==> src/rtl/spq_pkg.sv <==
// Shared types and constants for the sorted priority queue.
package spq_pkg;

   // Number of job slots in the cell chain
   localparam int CAPACITY = 16;
   localparam int CNT_W    = $clog2(CAPACITY + 1);
   localparam int DATA_W   = 32;
   localparam int PRIO_W   = 32;
   localparam int OCC_W    = 5;
   localparam int STAT_W   = 2;

   // Request kinds
   typedef enum logic {
      OP_INSERT = 1'b0,
      OP_REMOVE = 1'b1
   } op_type;

   // Result status codes
   typedef enum logic [STAT_W-1:0] {
      ST_DONE  = 2'd0,
      ST_EMPTY = 2'd1,
      ST_FULL  = 2'd2
   } status_type;

   // Contents of one slot as handed between neighbor cells
   typedef struct packed {
      logic                     valid;
      logic signed [DATA_W-1:0] data;
      logic signed [PRIO_W-1:0] prio;
   } slot_type;

   // Per-cycle command broadcast to every cell
   typedef struct packed {
      logic insert_en;
      logic remove_en;
   } cell_ctrl_type;

endpackage

==> src/rtl/spq_cell.sv <==
// One slot of the sorted chain: compares, holds, or shifts toward a neighbor.
module spq_cell
   import spq_pkg::*;
(
   input  logic                     clock,
   input  logic                     reset,
   input  cell_ctrl_type            ctrl,
   input  logic                     is_head,     // ties go in front of this slot
   input  logic                     earlier,     // new job lands in an earlier slot
   input  logic signed [DATA_W-1:0] new_data,
   input  logic signed [PRIO_W-1:0] new_prio,
   input  slot_type                 prev_slot,   // neighbor toward the head
   input  slot_type                 next_slot,   // neighbor toward the tail
   output slot_type                 slot,
   output logic                     take         // new job belongs here or earlier
);

   slot_type slot_ff;
   slot_type slot_in;

   // Placement test: head takes ties, later slots keep arrival order
   always_comb begin
      if (!slot_ff.valid) begin
         take = 1'b1;
      end else if (is_head) begin
         take = (new_prio <= slot_ff.prio);
      end else begin
         take = (new_prio < slot_ff.prio);
      end
   end

   // Next slot contents
   always_comb begin
      slot_in = slot_ff;
      if (ctrl.insert_en) begin
         if (earlier) begin
            slot_in = prev_slot;
         end else if (take) begin
            slot_in.valid = 1'b1;
            slot_in.data  = new_data;
            slot_in.prio  = new_prio;
         end
      end else if (ctrl.remove_en) begin
         slot_in = next_slot;
      end
   end

   always_ff @(posedge clock) begin
      if (reset) begin
         slot_ff.valid <= 1'b0;
      end else begin
         slot_ff.valid <= slot_in.valid;
      end
      slot_ff.data <= slot_in.data;
      slot_ff.prio <= slot_in.prio;
   end

   assign slot = slot_ff;

endmodule

==> src/rtl/sorted_priority_queue_core.sv <==
// A result is registered at the clock edge that transfers its request.
// Throughput: one request per cycle unless results back up; the whole cell chain inserts or pops at once.
// A request is taken while the result register is empty or being drained.
// Reset (synchronous) clears all slot valid bits, the job count and the result
// valid bit; slot payloads and result payloads need no clearing.
module sorted_priority_queue_core
   import spq_pkg::*;
(
   input  logic        clock,
   input  logic        reset,
   // request channel
   input  logic        req_tvalid,
   output logic        req_tready,
   input  logic [63:0] req_tdata,   // job_data [31:0], job_priority [63:32]
   input  logic [0:0]  req_tuser,   // opcode [0]
   // result channel
   output logic        rsp_tvalid,
   input  logic        rsp_tready,
   output logic [71:0] rsp_tdata,   // out_data [31:0], out_priority [63:32],
                                    // occupancy [68:64], zero [71:69]
   output logic [1:0]  rsp_tuser    // status [1:0]
);

   localparam int CNT_ONE = 1;

   slot_type                 slots [CAPACITY];
   logic     [CAPACITY-1:0]  takes;
   cell_ctrl_type            ctrl;
   op_type                   req_op;
   logic signed [DATA_W-1:0] req_data;
   logic signed [PRIO_W-1:0] req_prio;
   logic                     accept;
   logic                     full;
   logic                     empty;

   logic [CNT_W-1:0]         count_ff;
   logic [CNT_W-1:0]         count_in;
   logic                     rsp_valid_ff;
   logic                     rsp_valid_in;
   status_type               rsp_status_ff;
   status_type               rsp_status_in;
   logic signed [DATA_W-1:0] rsp_data_ff;
   logic signed [DATA_W-1:0] rsp_data_in;
   logic signed [PRIO_W-1:0] rsp_prio_ff;
   logic signed [PRIO_W-1:0] rsp_prio_in;
   logic [OCC_W-1:0]         rsp_occ_ff;
   logic [OCC_W-1:0]         rsp_occ_in;

   // Request unpacking and handshake
   assign req_op     = op_type'(req_tuser[0]);
   assign req_data   = req_tdata[DATA_W-1:0];
   assign req_prio   = req_tdata[DATA_W+PRIO_W-1:DATA_W];
   assign req_tready = !rsp_valid_ff || rsp_tready;
   assign accept     = req_tvalid && req_tready;

   assign full  = slots[CAPACITY-1].valid;
   assign empty = !slots[0].valid;

   assign ctrl.insert_en = accept && (req_op == OP_INSERT) && !full;
   assign ctrl.remove_en = accept && (req_op == OP_REMOVE) && !empty;

   // Cell chain; slot 0 is the head
   for (genvar i = 0; i < CAPACITY; i++) begin : g_cell
      slot_type prev_s;
      slot_type next_s;
      logic     before_s;

      if (i == 0) begin : g_head
         assign prev_s   = '0;
         assign before_s = 1'b0;
      end else if (i == 1) begin : g_second
         assign prev_s   = slots[i-1];
         assign before_s = takes[0];
      end else begin : g_body
         // takes[1..] are monotone in a sorted chain, so one neighbor suffices
         assign prev_s   = slots[i-1];
         assign before_s = takes[0] || takes[i-1];
      end

      if (i == CAPACITY - 1) begin : g_tail
         assign next_s = '0;
      end else begin : g_mid
         assign next_s = slots[i+1];
      end

      spq_cell u_cell (
         .clock     (clock),
         .reset     (reset),
         .ctrl      (ctrl),
         .is_head   (i == 0),
         .earlier   (before_s),
         .new_data  (req_data),
         .new_prio  (req_prio),
         .prev_slot (prev_s),
         .next_slot (next_s),
         .slot      (slots[i]),
         .take      (takes[i])
      );
   end

   // Job count and result formation
   always_comb begin
      count_in = count_ff;
      if (ctrl.insert_en) begin
         count_in = count_ff + CNT_W'(CNT_ONE);
      end else if (ctrl.remove_en) begin
         count_in = count_ff - CNT_W'(CNT_ONE);
      end

      rsp_valid_in  = rsp_valid_ff && !rsp_tready;
      rsp_status_in = rsp_status_ff;
      rsp_data_in   = rsp_data_ff;
      rsp_prio_in   = rsp_prio_ff;
      rsp_occ_in    = rsp_occ_ff;
      if (accept) begin
         rsp_valid_in  = 1'b1;
         rsp_status_in = ST_DONE;
         rsp_data_in   = '0;
         rsp_prio_in   = '0;
         rsp_occ_in    = OCC_W'(count_in);
         case (req_op)
            OP_INSERT: begin
               if (full) begin
                  rsp_status_in = ST_FULL;
               end
            end
            OP_REMOVE: begin
               if (empty) begin
                  rsp_status_in = ST_EMPTY;
               end else begin
                  rsp_data_in = slots[0].data;
                  rsp_prio_in = slots[0].prio;
               end
            end
            default: begin
               rsp_status_in = ST_DONE;
            end
         endcase
      end
   end

   always_ff @(posedge clock) begin
      if (reset) begin
         count_ff     <= '0;
         rsp_valid_ff <= 1'b0;
      end else begin
         count_ff     <= count_in;
         rsp_valid_ff <= rsp_valid_in;
      end
      rsp_status_ff <= rsp_status_in;
      rsp_data_ff   <= rsp_data_in;
      rsp_prio_ff   <= rsp_prio_in;
      rsp_occ_ff    <= rsp_occ_in;
   end

   // Result packing
   assign rsp_tvalid = rsp_valid_ff;
   assign rsp_tuser  = rsp_status_ff;
   assign rsp_tdata  = {3'b000, rsp_occ_ff, rsp_prio_ff, rsp_data_ff};

endmodule

==> config.mk <==
export PLATFORM = sky130hd
export DESIGN_NAME = sorted_priority_queue_core
export DESIGN_NICKNAME = d
export VERILOG_FILES = /design/src/rtl/spq_pkg.sv /design/src/rtl/spq_cell.sv /design/src/rtl/sorted_priority_queue_core.sv
export SDC_FILE = /design/constraint.sdc
export NUM_CORES = 2
export LEC_CHECK = 0
export ABC_CLOCK_PERIOD_IN_PS = 12850
export BUFFER_PORTS_ARGS = -buffer_cell sky130_fd_sc_hd__buf_2
export CAP_MARGIN = 20
export CORE_UTILIZATION = 57
export DETAILED_ROUTE_END_ITERATION = 10
export GPL_ROUTABILITY_DRIVEN = 0
export GPL_TIMING_DRIVEN = 1
export PLACE_DENSITY = 0.72
export SKIP_CTS_REPAIR_TIMING = 1
export SLEW_MARGIN = 20
export SYNTH_ARGS = -nofsm -noshare
export SYNTH_HDL_FRONTEND = slang
export SYNTH_HIERARCHICAL = 1
export SYNTH_SLANG_ARGS = --single-unit
==> constraint.sdc <==
create_clock -name clock -period 12.85 [get_ports clock]
set_input_delay 0 -clock clock [delete_from_list [all_inputs] [get_ports clock]]
set_output_delay 0 -clock clock [all_outputs]
set_load 0.03 [all_outputs]
==> impl_metrics.ini <==
[outcome]
outcome = finished with violations
violations = negative hold slack

[drt]
drc = 0
first_iter_violations = 5085
wl_per_cell_um = 20.0
drtAntennaViolNets = 0
vias = 50600
drt_first_pass_iters = 6
via_per_inst = 5.86
wirelength_um = 173000

[final_layout]
register_area_um2 = 33300
instances_no_fill = 8626
multi_input_comb_area_um2 = 33300
final_cell_mix = a21oi_1 (1224), edfxtp_1 (1095), nor2_1 (1069)
area_growth_pct = 10.0
postLayoutCellArea_um2 = 76400
final_common_cell = a21oi_1
drive_gt1_frac = 0.0681
n_fill_cell = 9749
nets = 7492

[pwr]
cellLeakagePower_uw = 0.0376
p_per_area_nw_per_um2 = 119
irDropWorstVdd_mv = 0.114

[floorplan]
coreArea_um2 = 120000
chipWidth_um = 351
start_util = 0.577
num_rows = 127
die_area_um2 = 123000
ios = 145
fp.dieH_um = 351

[worst_setup_path]
crit_required_ns = 13.45
worstSetupPathType = flop to flop
worstPathMaxFanout = 47
slowest_delay_ns = 0.82
critPathSlowestCell = buf_4
crit_top_cell = buf_4
start_kind = flop
r2r_setup_slack_ns = 6.36
worstRegToRegCells = 16
timing.rr.end = g_cell[10].u_cell/slot[64]
cp-end-kind = flop
cp.arrival_ns = 7.09
worst-path-buf-inv = 3
path_delay_family = simple AND/OR/NAND/NOR gates
critical_path.cell_chain = inv_1 > ha_1 > nand4_1 > or4_1 > a21o_1 > o211ai_1 > a21oi_1 > xor2_1 > nand2_4 > or2_4 > buf_4 > and4b_1 > o31a_2 > nor3_4 > buf_4 > mux2_1
r2r_start = g_cell[0].u_cell/slot[14]

[synthesis]
synthCells = 6729
yosys_warnings = 6
synth.cell_area_um2 = 69500
syn_area_per_cell_um2 = 10.3

[timing]
maxSlewViolCount = 0
hold_viol = 2
rsz0062_at_grt = false
worst_slew_pin_slew_ns = 1.20
min_period_ns = 6.49
finalWorstSetupSlack_ns = 6.36
hold_slack_ns = -0.00877
post-route-period-util = 0.505
relSlewSlack = 0.199
setup_viol = 0
finalClockSkew_ns = 0.0315
tns_ns = 0
max_freq_mhz = 154

[clock_tree]
cts_max_level = 3
cts.sinks = 1117
cts_made_buffers = 121
clock_latency_ns = 0.73
cts_tree = yes
cts_root_buf = clkbuf_16
clockBufferDepth = 3
clk_pin_slew_ns = 0.06

[hold_path]
min_to = g_cell[15].u_cell/slot[4]
hold_start = req_tdata[36]
hold_class = input pin to flop
holdPathStages = 3

[place]
dp.cells = 8350
dp_slack_ns = 6.35
hpwl_um = 118000
place_area_um2 = 72100
portBuffers = 141

[job]
drv_cap = 0

[global_route]
antenna_found_initial = 5
grtUsageTotal = 0.273
grt_max_degree = 290
grt_overflow = 0
grt_pass1_wl_um = 267000
grt_pass1_vias = 47800
[where the power goes]
| group | internal [uW] | switching (uW) | leakage, uW |
|---|---|---|---|
| Sequential | 4300 | 139 | 0.0104 |
| Combinational | 428 | 823 | 0.0254 |
| Clock | 1920 | 1470 | 0.00185 |
[registers in the layout, summed over array words and instances, names as in the netlist]
| register | count |
|---|---|
| g_cell.u_cell/slot | 1040 |
| rsp_data_ff | 32 |
| rsp_tvalid | 1 |
| rsp_occ_ff | 5 |
| rsp_tuser | 2 |
| count_ff | 5 |
| rsp_prio_ff | 32 |
[area by class of cell]
cell class                      count  share of cell area
Inverter                          552              0.0271
Tap cell                         1612              0.0264
Multi-Input combinational cell   4839               0.436
Clock buffer                      154              0.0418
Timing Repair Buffer              278              0.0250
Clock inverter                     68             0.00769
Sequential cell                  1117               0.436
Antenna cell                        6            0.000196
[metal layers]
layer  vias to the layer above  track usage  part of all wire
li1                      24800            -                 -
met4                         0       0.0672             0.019
met5                         -            0                 0
met1                     23800        0.409              0.47
met2                      1728        0.405              0.43
met3                       215       0.0529             0.081
[worst max-delay path by stage]
stage,slack (ns),endpoint,depth (start not counted),from
after global routing,6.08,g_cell[10].u_cell/slot[64],16,g_cell[0].u_cell/slot[14]
after detailed placement,6.35,g_cell[10].u_cell/slot[64],17,req_tdata[46]
after global placement,6.43,g_cell[13].u_cell/slot[64],17,req_tdata[46]
after floorplan,8.13,g_cell[10].u_cell/slot[64],15,g_cell[0].u_cell/slot[10]
after CTS,6.34,g_cell[13].u_cell/slot[64],16,g_cell[0].u_cell/slot[14]
final,6.36,g_cell[10].u_cell/slot[64],16,g_cell[0].u_cell/slot[14]
[worst reg2reg max path: stages, from the launching register on]
cell      delay (ns)
edfxtp_1        0.37
inv_1           0.05
ha_1            0.30
nand4_1         0.23
or4_1           0.54
a21o_1          0.22
o211ai_1        0.14
a21oi_1         0.12
xor2_1          0.19
nand2_4         0.47
or2_4           0.51
buf_4           0.83
and4b_1         0.31
o31a_2          0.13
nor3_4          0.80
buf_4           0.78
mux2_1          0.39
[per-stage QoR]
stage,util,total power [uW]
after floorplan,-,5320
after global placement,0.599,5660
after detailed placement,0.599,5730
after CTS,0.630,9110
after global routing,0.635,9440
final,0.635,9080
(Power assumes the default switching activity.)
